## config.mk

```make
export PLATFORM = sky130hd
export DESIGN_NAME = dynamic_bit_vector_compare_unit
export DESIGN_NICKNAME = d
export VERILOG_FILES = /design/src/rtl/dbvc_pkg.sv /design/src/rtl/dynamic_bit_vector_compare_unit.sv
export SDC_FILE = /design/constraint.sdc
export NUM_CORES = 1
export LEC_CHECK = 0
export BUFFER_PORTS_ARGS = -buffer_cell sky130_fd_sc_hd__buf_2
export CORE_ASPECT_RATIO = 1.2
export CORE_MARGIN = 2
export CORE_UTILIZATION = 45
export DETAILED_ROUTE_END_ITERATION = 12
export PLACE_DENSITY = 0.68
export SYNTH_ARGS = -nofsm -noshare
export SYNTH_HDL_FRONTEND = slang
export SYNTH_SLANG_ARGS = --single-unit
```

## constraint.sdc

```tcl
create_clock -name i_clk -period 12.9 [get_ports i_clk]
set_input_delay 1.935 -clock i_clk [delete_from_list [all_inputs] [get_ports i_clk]]
set_output_delay 1.935 -clock i_clk [all_outputs]
set_load 0.02 [all_outputs]
```

## src/rtl/dbvc_pkg.sv

```systemverilog
// Package for the dynamic bit-vector compare unit: constants, codes, types and helpers.
`timescale 1ns / 1ps
`default_nettype none

package dbvc_pkg;

    // Largest vector size in bytes; byte addresses at or above the limit do not exist.
    localparam int unsigned MAX_VECTOR_BYTES = 65536;
    localparam int unsigned ADDR_LIMIT_INT   =
        (MAX_VECTOR_BYTES < 65536) ? MAX_VECTOR_BYTES : 65536;
    localparam logic [17:0] ADDR_LIMIT = 18'(ADDR_LIMIT_INT);

    // Configuration port
    localparam int unsigned ADDR_W        = 3;
    localparam int unsigned DATA_W        = 32;
    localparam int unsigned THRESHOLD_W   = 20;
    localparam logic        REG_THRESHOLD = 1'b0;
    localparam logic [THRESHOLD_W-1:0] THRESHOLD_RESET = 20'd1;

    // Request kinds
    localparam logic REQ_HEADER = 1'b0;
    localparam logic REQ_DATA   = 1'b1;

    // Operation codes; code 3 has no operation and answers at once.
    typedef enum logic [1:0] {
        OP_INTERSECT = 2'd0,
        OP_SUBSET    = 2'd1,
        OP_EQUAL     = 2'd2
    } t_op;

    // One result beat.
    typedef struct packed {
        logic [7:0]  and_byte;
        logic        and_valid;
        logic        done_res;
        logic        verdict;
        logic [19:0] support;
        logic [15:0] new_pos;
        logic [16:0] new_len;
        logic        meets_threshold;
    } t_result;

    function automatic logic [3:0] pop8(input logic [7:0] v);
        logic [3:0] n;
        n = 4'd0;
        for (int i = 0; i < 8; i++) begin
            n = n + {3'd0, v[i]};
        end
        return n;
    endfunction

endpackage

`default_nettype wire

```

## src/rtl/dynamic_bit_vector_compare_unit.sv

```systemverilog
// Top level of the dynamic bit-vector compare unit (intersect, subset, equality).
`timescale 1ns / 1ps
`default_nettype none

// Channel   Direction  Handshake             Payload
// ------    ---------  --------------------  ----------------------------------------------
// input     in         i_valid / o_ready     i_req_type, i_operation, i_a_pos, i_a_len,
//                                            i_b_pos, i_b_len, i_byte_a, i_byte_b
// result    out        o_valid / i_ready     o_and_byte ... o_meets_threshold
// config    in         psel/penable/pwrite   paddr, pwdata, prdata, pready (always high)
//
// Every input beat is worked on in the cycle it is accepted: the header checks, or the AND,
// popcount and running counters of a data beat, sit between the input ports and the result
// register, so one beat is taken per clock while o_ready is high. Its result, if any, is
// registered in the result register, or, while that register still waits, in its
// one-entry skid register. o_ready falls only while the skid register is full, that is
// after two results wait unaccepted downstream. Reset is synchronous and active low; it
// sets the support threshold to one and leaves the unit idle.

module dynamic_bit_vector_compare_unit
    import dbvc_pkg::*;
(
    input  wire logic              i_clk,
    input  wire logic              i_rst_n,

    // Input channel
    input  wire logic              i_valid,
    output logic                   o_ready,
    input  wire logic              i_req_type,
    input  wire logic [1:0]        i_operation,
    input  wire logic [15:0]       i_a_pos,
    input  wire logic [16:0]       i_a_len,
    input  wire logic [15:0]       i_b_pos,
    input  wire logic [16:0]       i_b_len,
    input  wire logic [7:0]        i_byte_a,
    input  wire logic [7:0]        i_byte_b,

    // Result channel
    output logic                   o_valid,
    input  wire logic              i_ready,
    output logic [7:0]             o_and_byte,
    output logic                   o_and_valid,
    output logic                   o_done_res,
    output logic                   o_verdict,
    output logic [19:0]            o_support,
    output logic [15:0]            o_new_pos,
    output logic [16:0]            o_new_len,
    output logic                   o_meets_threshold,

    // Configuration port
    input  wire logic              psel,
    input  wire logic              penable,
    input  wire logic              pwrite,
    input  wire logic [ADDR_W-1:0] paddr,
    input  wire logic [DATA_W-1:0] pwdata,
    output logic [DATA_W-1:0]      prdata,
    output logic                   pready
);

    // ------------------------------------------------------------------
    // Configuration register
    // ------------------------------------------------------------------
    logic [THRESHOLD_W-1:0] r_threshold;
    logic                   cfg_wr;

    assign pready = 1'b1;
    assign cfg_wr = psel && penable && pwrite && pready;

    always_ff @(posedge i_clk) begin
        if (!i_rst_n) begin
            r_threshold <= THRESHOLD_RESET;
        end else if (cfg_wr && (paddr[2] == REG_THRESHOLD)) begin
            r_threshold <= pwdata[THRESHOLD_W-1:0];
        end
    end

    // Reads beyond the single register return zero.
    always_comb begin
        unique case (paddr[2])
            REG_THRESHOLD: prdata = {{(DATA_W-THRESHOLD_W){1'b0}}, r_threshold};
            default:       prdata = '0;
        endcase
    end

    // ------------------------------------------------------------------
    // Operation state
    // ------------------------------------------------------------------
    logic [1:0]  r_active_op,     n_active_op;
    logic        r_busy,          n_busy;
    logic [15:0] r_window_start,  n_window_start;
    logic [16:0] r_bytes_left,    n_bytes_left;
    logic [16:0] r_byte_index,    n_byte_index;
    logic [19:0] r_bit_total,     n_bit_total;
    logic [16:0] r_first_nonzero, n_first_nonzero;
    logic [16:0] r_last_nonzero,  n_last_nonzero;
    logic        r_seen_nonzero,  n_seen_nonzero;
    logic        r_verdict,       n_verdict;

    // Result register and skid register
    t_result r_out, r_skid;
    logic    r_out_valid, r_skid_valid;

    logic    in_fire, out_fire;
    t_result res;
    logic    res_valid;

    assign o_ready  = !r_skid_valid;
    assign o_valid  = r_out_valid;
    assign in_fire  = i_valid && o_ready;
    assign out_fire = r_out_valid && i_ready;

    // Header arithmetic: vector ends and the intersect window.
    logic [17:0] a_end, b_end, win_end, end_min;
    logic [15:0] win_start;
    logic        win_empty;
    logic [16:0] win_len;
    logic        subset_out, equal_diff;

    // Data arithmetic
    logic [7:0]  and_x;
    logic [19:0] pop_sum;
    logic        last_beat;

    always_comb begin
        a_end     = {2'b00, i_a_pos} + {1'b0, i_a_len};
        b_end     = {2'b00, i_b_pos} + {1'b0, i_b_len};
        end_min   = (a_end < b_end) ? a_end : b_end;
        win_end   = (end_min > ADDR_LIMIT) ? ADDR_LIMIT : end_min;
        win_start = (i_a_pos > i_b_pos) ? i_a_pos : i_b_pos;
        win_empty = ({2'b00, win_start} >= win_end);
        win_len   = 17'(win_end - {2'b00, win_start});
        subset_out = (i_a_pos < i_b_pos) || (a_end > b_end);
        equal_diff = (i_a_pos != i_b_pos) || (i_a_len != i_b_len);

        and_x     = i_byte_a & i_byte_b;
        pop_sum   = r_bit_total + {16'd0, pop8(and_x)};
        last_beat = (r_bytes_left == 17'd1);
    end

    always_comb begin
        n_active_op     = r_active_op;
        n_busy          = r_busy;
        n_window_start  = r_window_start;
        n_bytes_left    = r_bytes_left;
        n_byte_index    = r_byte_index;
        n_bit_total     = r_bit_total;
        n_first_nonzero = r_first_nonzero;
        n_last_nonzero  = r_last_nonzero;
        n_seen_nonzero  = r_seen_nonzero;
        n_verdict       = r_verdict;
        res             = '0;
        res_valid       = 1'b0;

        if (in_fire) begin
            if (i_req_type == REQ_HEADER) begin
                // A header always restarts; any running operation is dropped.
                n_active_op     = i_operation;
                n_busy          = 1'b0;
                n_window_start  = 16'd0;
                n_bytes_left    = 17'd0;
                n_byte_index    = 17'd0;
                n_bit_total     = 20'd0;
                n_first_nonzero = 17'd0;
                n_last_nonzero  = 17'd0;
                n_seen_nonzero  = 1'b0;
                n_verdict       = 1'b1;
                case (i_operation) inside
                    OP_INTERSECT: begin
                        if (win_empty) begin
                            res_valid           = 1'b1;
                            res.done_res        = 1'b1;
                            res.meets_threshold = (r_threshold == '0);
                        end else begin
                            n_window_start = win_start;
                            n_bytes_left   = win_len;
                            n_busy         = 1'b1;
                        end
                    end
                    OP_SUBSET, OP_EQUAL: begin
                        if ((i_operation == OP_SUBSET) ? subset_out : equal_diff) begin
                            res_valid    = 1'b1;
                            res.done_res = 1'b1;
                        end else if (i_a_len == 17'd0) begin
                            res_valid    = 1'b1;
                            res.done_res = 1'b1;
                            res.verdict  = 1'b1;
                        end else begin
                            n_window_start = i_a_pos;
                            n_bytes_left   = i_a_len;
                            n_busy         = 1'b1;
                        end
                    end
                    default: begin
                        res_valid    = 1'b1;
                        res.done_res = 1'b1;
                    end
                endcase
            end else if (r_busy) begin
                n_byte_index = r_byte_index + 17'd1;
                n_bytes_left = r_bytes_left - 17'd1;
                if (last_beat) begin
                    n_busy = 1'b0;
                end
                if (r_active_op == OP_INTERSECT) begin
                    if (and_x != 8'd0) begin
                        n_bit_total    = pop_sum;
                        n_last_nonzero = r_byte_index;
                        n_seen_nonzero = 1'b1;
                        if (!r_seen_nonzero) begin
                            n_first_nonzero = r_byte_index;
                        end
                    end
                    res_valid     = 1'b1;
                    res.and_byte  = and_x;
                    res.and_valid = 1'b1;
                    if (last_beat) begin
                        res.done_res = 1'b1;
                        if (n_bit_total == 20'd0) begin
                            res.meets_threshold = (r_threshold == '0);
                        end else begin
                            res.support = n_bit_total;
                            res.new_pos = r_window_start + n_first_nonzero[15:0];
                            res.new_len = n_last_nonzero - n_first_nonzero + 17'd1;
                            res.meets_threshold = (n_bit_total >= r_threshold);
                        end
                    end
                end else begin
                    if (r_active_op == OP_SUBSET) begin
                        if (and_x != i_byte_a) begin
                            n_verdict = 1'b0;
                        end
                    end else if (i_byte_a != i_byte_b) begin
                        n_verdict = 1'b0;
                    end
                    if (last_beat) begin
                        res_valid    = 1'b1;
                        res.done_res = 1'b1;
                        res.verdict  = n_verdict;
                    end
                end
            end
        end
    end

    // Control state
    always_ff @(posedge i_clk) begin
        if (!i_rst_n) begin
            r_active_op     <= 2'd0;
            r_busy          <= 1'b0;
            r_window_start  <= 16'd0;
            r_bytes_left    <= 17'd0;
            r_byte_index    <= 17'd0;
            r_bit_total     <= 20'd0;
            r_first_nonzero <= 17'd0;
            r_last_nonzero  <= 17'd0;
            r_seen_nonzero  <= 1'b0;
            r_verdict       <= 1'b1;
            r_out_valid     <= 1'b0;
            r_skid_valid    <= 1'b0;
        end else begin
            r_active_op     <= n_active_op;
            r_busy          <= n_busy;
            r_window_start  <= n_window_start;
            r_bytes_left    <= n_bytes_left;
            r_byte_index    <= n_byte_index;
            r_bit_total     <= n_bit_total;
            r_first_nonzero <= n_first_nonzero;
            r_last_nonzero  <= n_last_nonzero;
            r_seen_nonzero  <= n_seen_nonzero;
            r_verdict       <= n_verdict;
            if (r_skid_valid) begin
                // No beat is accepted while the skid register is full.
                if (out_fire) begin
                    r_skid_valid <= 1'b0;
                end
            end else if (res_valid) begin
                if (!r_out_valid || out_fire) begin
                    r_out_valid <= 1'b1;
                end else begin
                    r_skid_valid <= 1'b1;
                end
            end else if (out_fire) begin
                r_out_valid <= 1'b0;
            end
        end
    end

    // Result payload, no reset needed.
    always_ff @(posedge i_clk) begin
        if (r_skid_valid) begin
            if (out_fire) begin
                r_out <= r_skid;
            end
        end else if (res_valid) begin
            if (!r_out_valid || out_fire) begin
                r_out <= res;
            end else begin
                r_skid <= res;
            end
        end
    end

    assign o_and_byte        = r_out.and_byte;
    assign o_and_valid       = r_out.and_valid;
    assign o_done_res        = r_out.done_res;
    assign o_verdict         = r_out.verdict;
    assign o_support         = r_out.support;
    assign o_new_pos         = r_out.new_pos;
    assign o_new_len         = r_out.new_len;
    assign o_meets_threshold = r_out.meets_threshold;

`ifndef ASSERT_OFF
    // The skid register only fills behind a waiting result.
    a_skid_behind_out: assert property (@(posedge i_clk) disable iff (!i_rst_n)
        r_skid_valid |-> r_out_valid)
        else $error("skid register full while result register empty");

    // An operation in progress always has bytes still to come.
    a_busy_has_bytes: assert property (@(posedge i_clk) disable iff (!i_rst_n)
        r_busy |-> (r_bytes_left != 17'd0))
        else $error("busy with no bytes left");

    // No set bits can be counted before a nonzero byte is seen.
    a_total_needs_seen: assert property (@(posedge i_clk) disable iff (!i_rst_n)
        !r_seen_nonzero |-> (r_bit_total == 20'd0))
        else $error("bit total nonzero without a nonzero byte");

    // Every result is either an AND byte or a final answer.
    a_result_kind: assert property (@(posedge i_clk) disable iff (!i_rst_n)
        r_out_valid |-> (r_out.and_valid || r_out.done_res))
        else $error("result beat carries neither AND byte nor final answer");

    // A verdict only appears on a final subset or equality answer.
    a_verdict_final: assert property (@(posedge i_clk) disable iff (!i_rst_n)
        (r_out_valid && r_out.verdict) |-> (r_out.done_res && !r_out.and_valid))
        else $error("verdict outside a final compare answer");
`endif

endmodule

`default_nettype wire
```

==> reports/metrics.yaml, run 1 <==
outcome:
  status: "finished clean"
power_and_ir_drop:
  p_leak_nw: 9.50
  powerDensity_nw_per_um2: 116
  finalPower_mw: 2.42
  irDropWorstVdd_mv: 0.0907
synthesis:
  synthXorXnorAreaFrac_pct: 5.32
  syn_area_um2: 18600
  synth_compound_area_share_pct: 20.2
  ys_ff_latch: 261
  ys.flop_type: "dfxtp_1"
  synth-seq-area-share_pct: 35.1
  avgSynthCellArea_um2: 8.84
  synth_mux_area_share_pct: 1.59
  yosys.area_share.adder_pct: 13.9
  synth-simple-area-share_pct: 18.2
  syn_inst: 2106
  async_reset_ff_share_pct: 0
  synth_edf_count: 130
  yosys_warnings: 0
  synth_cell_types: 85
  synth_top_family_by_area: "compound AO/OA/AOI/OAI gates"
clock_tree:
  cts_hold_buffers: 0
  tritoncts: "yes"
  cts_buffers: 25
  clock_latency_ps: 540
  cts_resized: 0
  cts_max_level: 1
  cts-root-buf: "clkbuf_16"
  clkTransAtPathRegs_ps: 60
  cts_max_path_buffers: 3
  postCtsSetupRepairBufs: 0
  cts_sinks: 261
critical_path:
  slowest_stage: "o41ai_2"
  worstSetupPathType: "primary input to flop"
  worstSetupStartpointType: "primary input"
  max_stage_delay_ps: 650
  crit_required_ps: 13080
  reg2reg_depth: 16
  critPathArrivalTime_ps: 10540
  critPathCaptureType: "flop"
  crit_fanout: 61
detailed_routing:
  vias: 15800
  drt_iter0_drc: 950
  viasPerCell: 5.61
  drt_wl_total_um: 49400
  antenna_left: 0
  wire_per_inst_um: 17.5
  dr.pass1.iters: 5
  drc_errors: 0
timing:
  slew_viol_final: 0
  hold_ws_ps: 486
  skew_ps: 12.4
  rsz0062_at_grt: "no"
  relSlewSlack_pct: 30.9
  fin_crit_ps: 10370
  fin_crit_sh_pct: 80.4
  worstMarginPinSlew_ps: 1040
  hold_viol_final: 0
  tns_ps: 0
  setup_violations: 0
  max_freq_ghz: 0.0965
hold_path:
  hold_class: "flop to flop"
  hold_path_depth: 2
placed_design:
  place_inst: 2772
  place_congestion: 0.957
  dp_hpwl_um: 38300
  port_buffers: 199
layout:
  layout_commonest_cell: "nand2_1"
  finalCoreUtilization_pct: 51.3
  nNetsFinal: 2588
  syn_to_final_growth_pct: 12.2
  n_fill_cell: 3836
  final_cells: 2818
  drive_above_1_share_pct: 13.3
  layout_common_cells: "210 x nand2_1, 199 x buf_2, 191 x ha_1, 159 x inv_1, 157 x nor2_1"
global_route:
  grt_max_degree: 116
  grt_use_total_pct: 22.6
  grt.overflow.total: 0
  antenna_found_initial: 1
  grt_first_pass_wirelength_um: 79100
  grt_pass1_vias: 15600
floorplanning:
  start_util_pct: 45.7
  rows: 81
  dieHeight_um: 227
  die_w_um: 190
  pin_count: 227
  core_um2: 40700
  die_area_um2: 43000
flow_run:
  cap_viol_max_count: 0
[metrics by stage]
step           area (um2)  setup slack [ps]
3_5_place_dp        20000              1990
6_report            20900              2530
3_3_place_gp        20000              2070
2_1_floorplan       18700              1630
4_1_cts             20900              2520
5_1_grt             20900              2080
[power by group]
part	total [mW]	leakage, nW	internal (mW)	switching [mW]
clock	0.780	0.416	0.454	0.327
sequential	0.913	2.39	0.898	0.0149
combinational	0.725	6.69	0.285	0.441
total	2.42	9.50	1.64	0.782
[worst max-delay path, delay by kind of cell]
family | cells | cell delay [ps]
AOI/OAI and AO/OA | 15 | 3930
xor gates and xnor gates | 1 | 170
adders and majority gates | 4 | 1190
buffers and inverters | 4 | 1150
and+or+nand+nor | 9 | 2060
[per-layer routing]
| metal | track usage [%] | part of all wire (%) |
|---|---|---|
| met5 | 0 | 0 |
| met4 | 9.00 | 3.7 |
| met3 | 1.76 | 4.7 |
| met2 | 41.2 | 49 |
| met1 | 27.6 | 42 |
[registers in the layout, summed over array words and instances (netlist names), 17 cells and up]
signal	count
r_bit_total	20
r_skid	65
r_threshold	20
r_byte_index	17
r_last_nonzero	17
o_support	20
r_first_nonzero	17
o_new_len	17
r_bytes_left	17
[final cells by class]
| cell class | count | area, um2 | share of cell area (%) |
|---|---|---|---|
| diodes | 1 | 2.50 | 0.0120 |
| inverters | 160 | 601 | 2.88 |
| well taps | 539 | 674 | 3.23 |
| clock buffers | 30 | 674 | 3.23 |
| clock inverters | 15 | 188 | 0.899 |
| repair buffers | 214 | 1110 | 5.31 |
| multi-input cells | 1598 | 11100 | 53.2 |
| flip-flops and latches | 261 | 6530 | 31.3 |
[path summary, 6_finish.rpt]
| kind | end | slack, ps | start |
|---|---|---|---|
| hold reg to reg | r_threshold[15]$_SDFFE_PN0P_ | 490 | r_threshold[15]$_SDFFE_PN0P_ |
| setup reg to reg | o_new_pos[15]$_DFFE_PP_ | 6930 | r_bit_total[0]$_SDFFE_PN0P_ |
| setup / recovery | o_new_pos[2]$_DFFE_PP_ | 2530 | i_a_len[0] |
| hold / removal | r_threshold[15]$_SDFFE_PN0P_ | 490 | r_threshold[15]$_SDFFE_PN0P_ |
[synth_stat cells (11+ instances only)]
cell	count	area (um2)
and2_1	43	269
nor3_1	39	195
a211oi_1	15	113
inv_1	159	597
a21boi_0	26	195
buf_4	16	120
o21a_1	15	113
a21oi_1	100	500
o21ai_0	121	606
nor2b_1	61	382
nand2b_1	18	113
dfxtp_1	131	2620
a31oi_1	11	68.8
nor2_1	158	593
a21o_1	94	706
o31ai_1	11	82.6
a22oi_1	28	210
o21bai_1	12	90.1
o211ai_1	19	143
mux2i_1	27	270
nand3_1	39	195
xnor2_1	76	666
xor2_1	37	324
ha_1	191	2390
edfxtp_1	130	3900
clkbuf_1	71	267
or2_2	17	106
nor4_1	17	106
a221oi_1	32	280
and3_1	17	106
nand2_1	210	788
nand4_1	26	163
[cells by family (layout without fill, tap and decap cells)]
group | after synthesis | count (layout)
other cells | 2 | 14
buf+inv | 258 | 419
xor+xnor | 113 | 113
fa+ha+maj | 201 | 201
mux | 29 | 29
compound gates | 554 | 554
flops | 261 | 261
simple gates | 688 | 688
Power figures use the tool's default switching activity.
==> run 2: changes to the inputs <==
Settings changed: PLACE_DENSITY 0.68 to 0.71.
Clock period 12.9 ns to 8.6 ns, I/O delays scaled along.
==> run 2 against run 1 <==
Compared with the run above:
- wire length increased by 0.31%
- clock skew increased by 2.1 ps
- global-route usage increased by 0.18 points
- register-to-register slack got worse by 4200 ps
==> reports/metrics.yaml, run 2 (same netlist as run 1, synthesis figures left out) <==
outcome:
  status: "finished clean"
layout:
  layout_commonest_cell: "nand2_1"
  final_cells: 2885  # +2.4%
  finalCoreUtilization_pct: 52.5  # +1.3 points
  syn_to_final_growth_pct: 15.0
  largest_reg_flops: 65  # unchanged
  regMostFlops: "r_skid"
  nNetsFinal: 2657  # +2.7%
  layout_common_cells: "210 x nand2_1, 199 x buf_2, 191 x ha_1, 159 x inv_1, 157 x nor2_1"
  n_fill_cell: 3832  # -0.10%
  drive_above_1_share_pct: 15.8  # +2.4 points
detailed_routing:
  drt_iter0_drc: 978  # +2.9%
  drt_wl_total_um: 49500  # +0.31%
  dr.pass1.iters: 6  # +1
  viasPerCell: 5.58  # -0.44%
  wire_per_inst_um: 17.2  # -2.0%
  drc_errors: 0  # unchanged
  vias: 16100  # +1.9%
  antenna_left: 0  # unchanged
global_route:
  busiest_layer: "met2"
  grt.overflow.total: 0  # unchanged
  use_met2_pct: 41.7  # +0.43 points
  met1_usage_pct: 28.2  # +0.52 points
  antenna_found_initial: 1  # unchanged
  grt_first_pass_wirelength_um: 80000  # +1.2%
  grt_max_degree: 73  # -37%
  grt_use_total_pct: 22.8  # +0.18 points
  met3_usage_pct: 1.95  # +0.19 points
  grt_pass1_vias: 15900  # +1.6%
critical_path:
  critPathBufInv: 5  # +1
  worstSetupStartpointType: "primary input"
  slowest_stage: "o41ai_4"
  max_stage_delay_ps: 550  # -100 ps
  r2r_start: "r_bit_total[0]$_SDFFE_PN0P_"
  critPathTopFamily: "compound AO/OA/AOI/OAI gates"
  crit_fanout: 35  # -43%
  worstSetupPathType: "primary input to flop"
  r2r_slack_ps: 2760  # -4170 ps
  timing.rr.end: "o_meets_threshold$_DFFE_PP_"
  crit_required_ps: 8850  # -4230 ps
  reg2reg_depth: 22  # +6
  critPathCaptureType: "flop"
  critPathArrivalTime_ps: 8430  # -2110 ps
timing:
  slew_viol_final: 0  # unchanged
  rsz0062_at_grt: "no"
  tns_ps: 0  # unchanged
  relSlewSlack_pct: 15.2  # -16 points
  fin_crit_sh_pct: 95.1
  hold_ws_ps: 494  # +8.61 ps
  max_freq_ghz: 0.122
  setup_violations: 0  # unchanged
  fin_crit_ps: 8180
  worstMarginPinSlew_ps: 1270  # +231 ps
  hold_viol_final: 0  # unchanged
  skew_ps: 14.5  # +2.10 ps
floorplanning:
  start_util_pct: 45.7  # unchanged
  core_um2: 40700  # unchanged
  die_area_um2: 43000  # unchanged
  die_w_um: 190  # unchanged
  pin_count: 227  # unchanged
  dieHeight_um: 227  # unchanged
  rows: 81  # unchanged
clock_tree:
  cts-root-buf: "clkbuf_16"
  tritoncts: "yes"
  cts_max_path_buffers: 3  # unchanged
  clock_latency_ps: 530  # about the same
  cts_max_level: 1  # unchanged
  clkTransAtPathRegs_ps: 60  # about the same
  cts_sinks: 261  # unchanged
  cts_buffers: 23  # -8.0%
hold_path:
  hold_end: "r_threshold[16]$_SDFFE_PN0P_"
  min_from: "r_threshold[16]$_SDFFE_PN0P_"
  hold_class: "flop to flop"
  hold_path_depth: 2  # unchanged
power_and_ir_drop:
  irDropWorstVdd_mv: 0.103  # +14%
  p_leak_nw: 9.84  # +3.6%
  powerDensity_nw_per_um2: 170  # +47%
placed_design:
  port_buffers: 199  # unchanged
  dp_hpwl_um: 39000  # +1.9%
  place_inst: 2842  # +2.5%
  place_congestion: 1.03  # +7.3%
flow_run:
  cap_viol_max_count: 0  # unchanged
run 2: cell type report:
class | count | area (um2) | area share (%)
Antenna cell | 1 | 2.50 | 0.0117
Clock buffer | 30 | 632 | 2.95
Clock inverter | 11 | 150 | 0.702
Inverter | 160 | 601 | 2.81
Multi-Input combinational cell | 1598 | 11100 | 52.0
Sequential cell | 261 | 6530 | 30.5
Tap cell | 539 | 674 | 3.15
Timing Repair Buffer | 285 | 1700 | 7.92
run 2: report_power, final:
part	switching (mW)	internal, mW
sequential	0.0228	1.35
clock	0.453	0.625
combinational	0.675	0.509
total	1.15	2.48
run 2: through the flow:
stage	instance area, um2	power, mW	setup WS [ps]
CTS	21400	3.64	296
floorplan	18700	2.19	53.0
finish	21400	3.63	420
global route	21400	3.84	17.1
detailed placement	20600	2.56	-228
global placement	20600	2.54	-155
run 2: what timing repair did:
action                     4_1_cts  5_1_grt
buffers inserted                 0        1
setup endpoints to repair        0      139
hold buffers                     0        0
hold endpoints to repair         0        0
resized for setup                0        2
run 2: worst max path at each step:
stage | slack, ps | endpoint | cells past startpoint | startpoint
after floorplan | 50 | o_and_byte[0]$_DFFE_PP_ | 33 | i_a_pos[0]
after global placement | -160 | o_new_pos[5]$_DFFE_PP_ | 33 | i_a_pos[0]
after detailed placement | -230 | o_new_pos[6]$_DFFE_PP_ | 33 | i_a_pos[0]
after CTS | 300 | o_new_pos[5]$_DFFE_PP_ | 33 | i_a_pos[0]
after global routing | 20 | o_new_pos[3]$_DFFE_PP_ | 35 | i_a_pos[0]
final | 420 | o_new_pos[3]$_DFFE_PP_ | 33 | i_a_pos[0]
run 2: worst reg2reg max path: stages, from the launching register on:
cell and delay (ps):
dfxtp_1 350, fa_1 540, inv_1 50, fa_1 510
fa_1 430, fa_1 420, fa_1 420, nor2b_1 190
o21ai_1 150, a2111oi_1 510, xnor2_1 230, inv_1 150
ha_1 310, o21ai_0 160, nor2_1 60, o21a_1 160
o21ai_0 160, a31oi_1 100, o21ai_0 210, nand2_1 70
o2111ai_1 100, a31o_2 190, o211ai_1 90
run 2: layer usage:
| metal | up-vias | routed length (um) |
|---|---|---|
| li1 | 7954 | - |
| met4 | 0 | 1410 |
| met2 | 480 | 24600 |
| met3 | 84 | 2440 |
| met1 | 7590 | 21100 |
| met5 | - | 0 |
